===== src/design/ota_pkg.sv =====
`timescale 1ns / 1ps
package ota_pkg;

  localparam int COORD_BITS = 12;
  localparam int SPAN_BITS = COORD_BITS + 1;
  localparam int AREA_BITS = 2 * COORD_BITS;
  localparam int INTER_BITS = 2 * SPAN_BITS;
  localparam int PROD_BITS = INTER_BITS + AREA_BITS;
  localparam int RATIO_BITS = 17;
  localparam int FRAC_BITS = 16;
  localparam int BOX_BITS = 4 * COORD_BITS;
  localparam logic [RATIO_BITS-1:0] THRESH_RESET = 17'd49152;

  localparam logic [1:0] OP_WRITE = 2'd0;
  localparam logic [1:0] OP_QUERY = 2'd1;
  localparam logic [1:0] OP_EOF = 2'd2;

  typedef struct packed {
    logic load;
    logic rd;
    logic ovl;
    logic mul;
    logic xa;
    logic xb;
    logic upd;
    logic div_init;
    logic div_step;
    logic chk;
  } ota_cmd_t;

  typedef struct packed {
    logic [1:0] op;
    logic scan_last;
    logic div_last;
    logic found;
  } ota_sts_t;

endpackage


===== src/design/overlap_track_association.sv =====
`timescale 1ns / 1ps
// Track association by greedy overlap over the smaller box area.
// Command channel: an item is taken at a clock edge with start high and busy
// low; busy stays high until its result has been shown. operation selects
// write slot, query detection or end of frame; other codes only answer.
// Result channel: done is high for exactly one cycle with matched, best_slot
// and best_ratio; the receiver must take it then, it cannot stall.
// Non-query: result shows in finish state, entered from idle; fields zero.
// Query: each slot steps through one shared multiplier (read, overlap,
// area, two cross products, compare); then, if a candidate was found, a
// 16-step restoring divider forms the Q16 ratio.
// Threshold channel: cfg_valid/cfg_ready, always ready; write only while idle.
// Reset: all slots invalid and unclaimed, threshold 0.75 in Q16, idle.
// Slot boxes hold no reset value; only slots written valid are used.
module overlap_track_association
  import ota_pkg::*;
#(
  parameter int SLOT_COUNT = 16
) (
  input  logic                  clk,
  input  logic                  rst,
  input  logic                  start,
  output logic                  busy,
  input  logic [1:0]            operation,
  input  logic [3:0]            slot_index,
  input  logic [COORD_BITS-1:0] box_x,
  input  logic [COORD_BITS-1:0] box_y,
  input  logic [COORD_BITS-1:0] box_width,
  input  logic [COORD_BITS-1:0] box_height,
  input  logic                  slot_valid,
  output logic                  done,
  output logic                  matched,
  output logic [3:0]            best_slot,
  output logic [RATIO_BITS-1:0] best_ratio,
  input  logic                  cfg_valid,
  output logic                  cfg_ready,
  input  logic [RATIO_BITS-1:0] cfg_data
);

  ota_cmd_t cmd;
  ota_sts_t sts;

  assign cfg_ready = 1'b1;

  ota_ctrl u_ctrl (
    .clk  (clk),
    .rst  (rst),
    .start(start),
    .sts  (sts),
    .cmd  (cmd),
    .busy (busy),
    .done (done)
  );

  ota_dp #(
    .SLOT_COUNT(SLOT_COUNT)
  ) u_dp (
    .clk       (clk),
    .rst       (rst),
    .cmd       (cmd),
    .sts       (sts),
    .operation (operation),
    .slot_index(slot_index),
    .box_x     (box_x),
    .box_y     (box_y),
    .box_width (box_width),
    .box_height(box_height),
    .slot_valid(slot_valid),
    .cfg_valid (cfg_valid & cfg_ready),
    .cfg_data  (cfg_data),
    .matched   (matched),
    .best_slot (best_slot),
    .best_ratio(best_ratio)
  );

endmodule


===== src/design/ota_ctrl.sv =====
`timescale 1ns / 1ps
module ota_ctrl
  import ota_pkg::*;
(
  input  logic     clk,
  input  logic     rst,
  input  logic     start,
  input  ota_sts_t sts,
  output ota_cmd_t cmd,
  output logic     busy,
  output logic     done
);

  localparam logic [3:0] S_IDLE = 4'd0;
  localparam logic [3:0] S_RD = 4'd1;
  localparam logic [3:0] S_OVL = 4'd2;
  localparam logic [3:0] S_MUL = 4'd3;
  localparam logic [3:0] S_XA = 4'd4;
  localparam logic [3:0] S_XB = 4'd5;
  localparam logic [3:0] S_UPD = 4'd6;
  localparam logic [3:0] S_DIVI = 4'd7;
  localparam logic [3:0] S_DIV = 4'd8;
  localparam logic [3:0] S_CHK = 4'd9;
  localparam logic [3:0] S_FIN = 4'd10;

  logic [3:0] state;
  logic [3:0] state_next;

  always_ff @(posedge clk) begin
    if (rst) begin
      state <= S_IDLE;
    end else begin
      state <= state_next;
    end
  end

  always_comb begin
    cmd = '0;
    state_next = state;
    case (state)
      S_IDLE: begin
        if (start) begin
          cmd.load = 1'b1;
          state_next = (sts.op == OP_QUERY) ? S_RD : S_FIN;
        end
      end
      S_RD: begin
        cmd.rd = 1'b1;
        state_next = S_OVL;
      end
      S_OVL: begin
        cmd.ovl = 1'b1;
        state_next = S_MUL;
      end
      S_MUL: begin
        cmd.mul = 1'b1;
        state_next = S_XA;
      end
      S_XA: begin
        cmd.xa = 1'b1;
        state_next = S_XB;
      end
      S_XB: begin
        cmd.xb = 1'b1;
        state_next = S_UPD;
      end
      S_UPD: begin
        cmd.upd = 1'b1;
        if (sts.scan_last) begin
          state_next = S_DIVI;
        end else begin
          state_next = S_RD;
        end
      end
      S_DIVI: begin
        if (sts.found) begin
          cmd.div_init = 1'b1;
          state_next = S_DIV;
        end else begin
          state_next = S_FIN;
        end
      end
      S_DIV: begin
        cmd.div_step = 1'b1;
        if (sts.div_last) begin
          state_next = S_CHK;
        end
      end
      S_CHK: begin
        cmd.chk = 1'b1;
        state_next = S_FIN;
      end
      S_FIN: begin
        state_next = S_IDLE;
      end
      default: begin
        state_next = S_IDLE;
      end
    endcase
  end

  assign busy = (state != S_IDLE);
  assign done = (state == S_FIN);

endmodule


===== src/design/ota_dp.sv =====
`timescale 1ns / 1ps
module ota_dp
  import ota_pkg::*;
#(
  parameter int SLOT_COUNT = 16
) (
  input  logic                   clk,
  input  logic                   rst,
  input  ota_cmd_t               cmd,
  output ota_sts_t               sts,
  input  logic [1:0]             operation,
  input  logic [3:0]             slot_index,
  input  logic [COORD_BITS-1:0]  box_x,
  input  logic [COORD_BITS-1:0]  box_y,
  input  logic [COORD_BITS-1:0]  box_width,
  input  logic [COORD_BITS-1:0]  box_height,
  input  logic                   slot_valid,
  input  logic                   cfg_valid,
  input  logic [RATIO_BITS-1:0]  cfg_data,
  output logic                   matched,
  output logic [3:0]             best_slot,
  output logic [RATIO_BITS-1:0]  best_ratio
);

  localparam int SW = (SLOT_COUNT > 1) ? $clog2(SLOT_COUNT) : 1;
  localparam int REM_BITS = AREA_BITS + 1;

  logic [BOX_BITS-1:0] mem [SLOT_COUNT];
  logic [BOX_BITS-1:0] rd_q;
  logic [SLOT_COUNT-1:0] valid;
  logic [SLOT_COUNT-1:0] claimed;
  logic [RATIO_BITS-1:0] thresh;

  logic [COORD_BITS-1:0] qx, qy, qw, qh;
  logic [AREA_BITS-1:0] sd;
  logic [SW-1:0] scan;
  logic elig;
  logic [SPAN_BITS-1:0] ox, oy;
  logic [AREA_BITS-1:0] ss;
  logic [INTER_BITS-1:0] si;
  logic [AREA_BITS-1:0] sm;
  logic [PROD_BITS-1:0] p1, p2;
  logic found;
  logic [SW-1:0] best;
  logic [INTER_BITS-1:0] best_si;
  logic [AREA_BITS-1:0] best_sm;
  logic [REM_BITS-1:0] rem;
  logic [RATIO_BITS-1:0] quo;
  logic [3:0] div_cnt;

  logic [COORD_BITS-1:0] ex, ey, ew, eh;
  logic [SPAN_BITS-1:0] a1, b1, lo_x, hi_x, lo_y, hi_y, c1, d1;
  logic [INTER_BITS-1:0] mul_a;
  logic [AREA_BITS-1:0] mul_b;
  logic [PROD_BITS-1:0] prod;
  logic [REM_BITS-1:0] rem2;
  logic [REM_BITS-1:0] si_ext, sm_ext;
  logic [SW-1:0] widx;
  logic widx_ok;

  assign {ex, ey, ew, eh} = rd_q;
  assign widx = SW'(slot_index);
  assign widx_ok = ({28'd0, slot_index} < 32'(SLOT_COUNT));

  always_comb begin
    a1 = {1'b0, qx} + {1'b0, qw};
    b1 = {1'b0, ex} + {1'b0, ew};
    lo_x = (qx > ex) ? {1'b0, qx} : {1'b0, ex};
    hi_x = (a1 < b1) ? a1 : b1;
    c1 = {1'b0, qy} + {1'b0, qh};
    d1 = {1'b0, ey} + {1'b0, eh};
    lo_y = (qy > ey) ? {1'b0, qy} : {1'b0, ey};
    hi_y = (c1 < d1) ? c1 : d1;
  end

  always_comb begin
    mul_a = INTER_BITS'(box_width);
    mul_b = AREA_BITS'(box_height);
    if (cmd.ovl) begin
      mul_a = INTER_BITS'(ew);
      mul_b = AREA_BITS'(eh);
    end else if (cmd.mul) begin
      mul_a = INTER_BITS'(ox);
      mul_b = AREA_BITS'(oy);
    end else if (cmd.xa) begin
      mul_a = si;
      mul_b = best_sm;
    end else if (cmd.xb) begin
      mul_a = best_si;
      mul_b = sm;
    end
  end

  assign prod = PROD_BITS'(mul_a) * PROD_BITS'(mul_b);
  assign rem2 = {rem[REM_BITS-2:0], 1'b0};
  assign si_ext = REM_BITS'(best_si);
  assign sm_ext = REM_BITS'(best_sm);

  always_ff @(posedge clk) begin
    if (cmd.load && operation == OP_WRITE && widx_ok) begin
      mem[widx] <= {box_x, box_y, box_width, box_height};
    end
    if (cmd.rd) begin
      rd_q <= mem[scan];
    end
  end

  always_ff @(posedge clk) begin
    if (rst) begin
      valid <= '0;
      claimed <= '0;
      thresh <= THRESH_RESET;
      found <= 1'b0;
      scan <= '0;
      matched <= 1'b0;
      best_slot <= '0;
      best_ratio <= '0;
    end else begin
      if (cfg_valid) begin
        thresh <= cfg_data;
      end
      if (cmd.load) begin
        found <= 1'b0;
        scan <= '0;
        matched <= 1'b0;
        best_slot <= '0;
        best_ratio <= '0;
        if (operation == OP_WRITE && widx_ok) begin
          valid[widx] <= slot_valid;
          claimed[widx] <= 1'b0;
        end
        if (operation == OP_EOF) begin
          claimed <= '0;
        end
      end
      if (cmd.upd) begin
        if (elig && si != '0 && sm != '0 && (!found || p1 > p2)) begin
          found <= 1'b1;
        end
        scan <= scan + 1'b1;
      end
      if (cmd.chk) begin
        matched <= (quo >= thresh);
        best_slot <= 4'(best);
        best_ratio <= quo;
        if (quo >= thresh) begin
          claimed[best] <= 1'b1;
        end
      end
    end
  end

  always_ff @(posedge clk) begin
    if (cmd.load) begin
      qx <= box_x;
      qy <= box_y;
      qw <= box_width;
      qh <= box_height;
      sd <= prod[AREA_BITS-1:0];
      best <= '0;
      best_si <= '0;
      best_sm <= AREA_BITS'(1);
    end
    if (cmd.rd) begin
      elig <= valid[scan] & ~claimed[scan];
    end
    if (cmd.ovl) begin
      ox <= (hi_x > lo_x) ? hi_x - lo_x : '0;
      oy <= (hi_y > lo_y) ? hi_y - lo_y : '0;
      ss <= prod[AREA_BITS-1:0];
    end
    if (cmd.mul) begin
      si <= prod[INTER_BITS-1:0];
      sm <= (sd < ss) ? sd : ss;
    end
    if (cmd.xa) begin
      p1 <= prod;
    end
    if (cmd.xb) begin
      p2 <= prod;
    end
    if (cmd.upd && elig && si != '0 && sm != '0 && (!found || p1 > p2)) begin
      best <= scan;
      best_si <= si;
      best_sm <= sm;
    end
    if (cmd.div_init) begin
      div_cnt <= '0;
      if (si_ext >= sm_ext) begin
        rem <= si_ext - sm_ext;
        quo <= RATIO_BITS'(1);
      end else begin
        rem <= si_ext;
        quo <= '0;
      end
    end
    if (cmd.div_step) begin
      div_cnt <= div_cnt + 1'b1;
      if (rem2 >= sm_ext) begin
        rem <= rem2 - sm_ext;
        quo <= {quo[RATIO_BITS-2:0], 1'b1};
      end else begin
        rem <= rem2;
        quo <= {quo[RATIO_BITS-2:0], 1'b0};
      end
    end
  end

  always_comb begin
    sts.op = operation;
    sts.scan_last = (32'(scan) == SLOT_COUNT - 1);
    sts.div_last = (div_cnt == 4'(FRAC_BITS - 1));
    sts.found = found;
  end

endmodule


===== config.mk =====
export PLATFORM = sky130hd
export DESIGN_NAME = overlap_track_association
export DESIGN_NICKNAME = d
export VERILOG_FILES = /design/src/design/ota_pkg.sv /design/src/design/overlap_track_association.sv /design/src/design/ota_ctrl.sv /design/src/design/ota_dp.sv
export SDC_FILE = /design/constraint.sdc
export NUM_CORES = 2
export LEC_CHECK = 0
export CAP_MARGIN = 5
export CORE_AREA = 2 2 511 513
export CTS_CLUSTER_DIAMETER = 60
export DETAILED_ROUTE_END_ITERATION = 6
export DIE_AREA = 0 0 513 515
export DONT_BUFFER_PORTS = 1
export GPL_ROUTABILITY_DRIVEN = 0
export PLACE_DENSITY = 0.39
export SYNTH_ARGS = -nofsm -noshare
export SYNTH_HDL_FRONTEND = slang
export SYNTH_SLANG_ARGS = --single-unit

===== constraint.sdc =====
create_clock -name clk -period 22.8 [get_ports clk]
set_input_delay 2.28 -clock clk [delete_from_list [all_inputs] [get_ports clk]]
set_output_delay 2.28 -clock clk [all_outputs]
set_load 0.02 [all_outputs]

==> results summary <==
The run finished with clean final reports. At the pin with the least slew margin, the transition time is 1180 ps. The cell with the biggest individual delay on the critical path is buf_4. The maximum count of clock buffers along a single path is 3.

The number of top-level pins came out at 101. The cell count after synthesis came out at approximately 6000. The total congestion overflow after global routing came out at 0.

The count of nets left with antenna violations once routing finished came out at 0. Max-cap violations in this run came to 0. In this run the most critical hold path is launched from u_dp.valid[8]$_SDFFE_PP0P_. The number of hold buffers added after cts is 0. The number of rows in the core area came out at 187. The final-report max-slew violation count is 0.

The main flop type after synthesis is edfxtp_1. The startpoint kind of the worst setup timing path is a register. The timing-limited maximum frequency came out at 93.6 MHz. Setup repair after global routing left no endpoint under its margin. The number of iterations in the first detailed-routing pass is 6. Setup violations remaining at the end of the flow were counted as 0. The synthesized net count is just over 7000. The routed wire length is roughly 240000 um. In this run the worst path has a maximum fanout of slightly above 60. In this run the critical register-to-register path is captured at u_dp.p1[41]$_DFFE_PP_. The average footprint of a synthesized cell came out at roughly 13 um^2. Entering global routing, the biggest net connects 80 pins. The standard cell core area is roughly 260000 um^2.

The total number of vias is around 47000. The worst hold path passes through 2 cells. The number of global-route vias before repair came out at ~50000. The area added between synthesis and finish is 12.2%. The startpoint identified for the worst register-to-register timing path is u_ctrl.state[2]$_SDFFE_PP0P_. The number of antenna violations at the first check in global routing came out at 5. The net count of the finished layout is 7099. Counting flops with a built-in enable in the synthesized netlist gives approximately 1200. The global-route wire length before repair is 355000 um. The type of element capturing the critical path is a register. The worst hold path terminates at u_dp.valid[8]$_SDFFE_PP0P_.

By startpoint and endpoint, the worst setup path is classified as register to register. The clock tree skew after final layout came out at a little over 80 ps. For this run, the total global-route usage over all layers was measured as 18.4%.

The worst endpoint required time came out at roughly 23000 ps. The data arrival time of the critical path came out at 11260 ps. The area enclosed by the die boundary came out at 264000 um^2. The root buffer cell chosen for the clock tree is clkbuf_16. Clock-pin slew was measured on the worst setup and hold paths at 50 ps.

In this run the number of H-tree levels came out at 4. The TritonCTS sink count came out at 1268. The mapped netlist covers a little under 80000 um^2. Among the stages of the critical path, the cell type that occurs most often is fa_1. The buffer count from post-CTS setup fixing came out at 0. After routing, the total negative slack on setup checks comes to 0 ps.

The total half-perimeter wirelength after legalization and detailed placement came out at between 150000 and 200000 um. The clock period minus worst slack is 10690 ps. The die height came out at 515 um. The worst min-delay path category is register to register. For this run, the register share of the synthesized area comes to 48.3%. The die width is a little over 500 um. The number of warnings printed during yosys synthesis is 0. The share of flip-flops with an asynchronous set or reset after synthesis came out at 0%. The port buffer count came out at 0.

The ratio of final minimum period to clock period came out at 46.9%. The DRC violation count after routing came out at 0. The largest single stage delay on the critical path is between 700 and 800 ps. The average routed wire per standard cell came out at 25.4 um. The number of design-rule violations left by the first detailed-router iteration is ~3100. The later pin in the worst-skew pair is clocked with a latency of between 800 and 900 ps. The number of register bits inferred by synthesis came out at ~1300. The number of cell instances on the worst register-to-register path came out at 29.

TritonCTS built the clock tree. The share of cells above drive strength 1 is between 10% and 20%. The effective utilization at floorplan came out at 29.8%.

The TritonCTS buffer count is 156. The number of cells upsized or downsized after cts came out at 0. Yosys mapped the design onto 102 distinct sky130hd cell types. The final-report hold violation count is 0.

In this run the tightest slew margin relative to its limit is 20.1%. The detail-routed via count per cell came out at 4.94. The register-to-register path setup slack came out at 12110 ps.
==> per-layer routing <==
| layer | wire, um | up-vias | GRT usage, % |
|---|---|---|---|
| met5 | 0 | - | 0 |
| met4 | 5140 | 0 | 4.28 |
| met1 | 104000 | 24901 | 23.5 |
| met3 | 9250 | 253 | 2.39 |
| li1 | - | 21261 | - |
| met2 | 125000 | 941 | 33.0 |
==> cell usage in the layout, fill, tap and decap left out, types with 45 or more instances in the layout <==
| master | count |
|---|---|
| edfxtp_1 | 1188 |
| inv_1 | 814 |
| fa_1 | 534 |
| nand2_1 | 519 |
| nor2_1 | 442 |
| ha_1 | 436 |
| a21oi_1 | 243 |
| mux4_2 | 241 |
| clkbuf_16 | 159 |
| buf_4 | 123 |
| o21ai_0 | 102 |
| a21o_1 | 101 |
| and2_1 | 89 |
| xnor2_1 | 82 |
| nand3_1 | 81 |
| mux2i_1 | 79 |
| dfxtp_1 | 75 |
| nor3_1 | 56 |
| xor2_1 | 46 |
| nand2b_1 | 45 |
==> how the worst max path moves through the flow <==
| stage | startpoint | end | slack [ps] |
|---|---|---|---|
| after floorplan | u_ctrl.state[2]$_SDFFE_PP0P_ | u_dp.p1[41]$_DFFE_PP_ | 13130 |
| after global placement | box_height[0] | u_dp.p1[41]$_DFFE_PP_ | 12090 |
| after detailed placement | box_height[0] | u_dp.p1[41]$_DFFE_PP_ | 12040 |
| after CTS | u_ctrl.state[2]$_SDFFE_PP0P_ | u_dp.p1[41]$_DFFE_PP_ | 12050 |
| after global routing | u_ctrl.state[2]$_SDFFE_PP0P_ | u_dp.p1[41]$_DFFE_PP_ | 11480 |
| final | u_ctrl.state[2]$_SDFFE_PP0P_ | u_dp.p1[41]$_DFFE_PP_ | 12110 |
==> cell usage after synthesis (15+ instances only) <==
cell / instances / area [um^2]
a21oi_1: 248 / 1240
a21o_1: 101 / 758
edfxtp_1: 1188 / 35700
or2_2: 17 / 106
mux2_2: 30 / 338
and2_1: 89 / 557
o21ai_0: 103 / 515
dfxtp_1: 80 / 1600
ha_1: 436 / 5460
a22oi_1: 43 / 323
fa_1: 534 / 10700
o21a_1: 22 / 165
nor3_1: 60 / 300
mux2i_1: 79 / 791
o21bai_1: 31 / 233
nor2_1: 453 / 1700
a211oi_1: 32 / 240
inv_1: 821 / 3080
buf_1: 28 / 105
nor2b_1: 34 / 213
a221oi_1: 15 / 131
nand2_1: 520 / 1950
xor2_1: 46 / 403
or3_1: 31 / 194
mux4_2: 241 / 5430
nand3_1: 81 / 405
o211ai_1: 23 / 173
nand2b_1: 46 / 288
xnor2_1: 82 / 718
clkbuf_1: 141 / 529
nand4_1: 43 / 269
buf_2: 84 / 420
a22o_1: 39 / 342
==> metrics by stage <==
stage	instance area [um^2]	util, %	hold slack, ps	cells	worst slack, ps
floorplan	77100	-	436	6032	13130
global placement	81400	31.5	445	9297	12090
detailed placement	81400	31.5	447	9297	12040
CTS	86500	33.5	456	9584	12050
global route	86500	33.5	477	9586	11480
finish	86500	33.5	462	9586	12110
==> sequential cells by signal (all words and copies together), names as in the netlist, 12 cells and up <==
signal and flops:
u_dp.quo 17, u_dp.valid 16, u_dp.best_si 26, u_dp.qy 12, u_dp.mem 768, u_dp.oy 13, u_dp.ss 24, u_dp.sm 24
u_dp.ox 13, u_dp.best_sm 24, u_dp.rem 24, u_dp.qh 12, u_dp.rd_q 48, u_dp.thresh 17, u_dp.qw 12, u_dp.best_ratio 17
u_dp.p1 50, u_dp.claimed 16, u_dp.si 26, u_dp.qx 12, u_dp.sd 24, u_dp.p2 50
==> critical path, delay by kind of cell, from the launching register on <==
family / cells / cell delay, ps
AOI/OAI and AO/OA: 8 / 2430
adders and majority gates: 8 / 3930
buffers and inverters: 7 / 2070
DFF: 1 / 520
muxes: 1 / 160
and+or+nand+nor: 5 / 1230
==> cells by family after synthesis <==
logic type / share of synthesized area [%]
mux: 8.58
simple gates: 8.35
fa+ha+maj: 20.9
xor+xnor: 1.45
buf+inv: 5.44
flops: 48.3
compound gates: 6.92
other cells: 0.00486
==> final cells by class <==
class,count,area [um^2]
Sequential cell,1268,37300
Antenna cell,2,5.00
Inverter,822,3100
Clock buffer,195,4110
Fill cell,25525,172000
Timing Repair Buffer,123,923
Tap cell,3402,4260
Multi-Input combinational cell,3682,35800
Clock inverter,92,1010
Power is left out: the tool's default activity adds up to more than one toggle a clock period on the data nets, which glitch-free logic cannot reach.
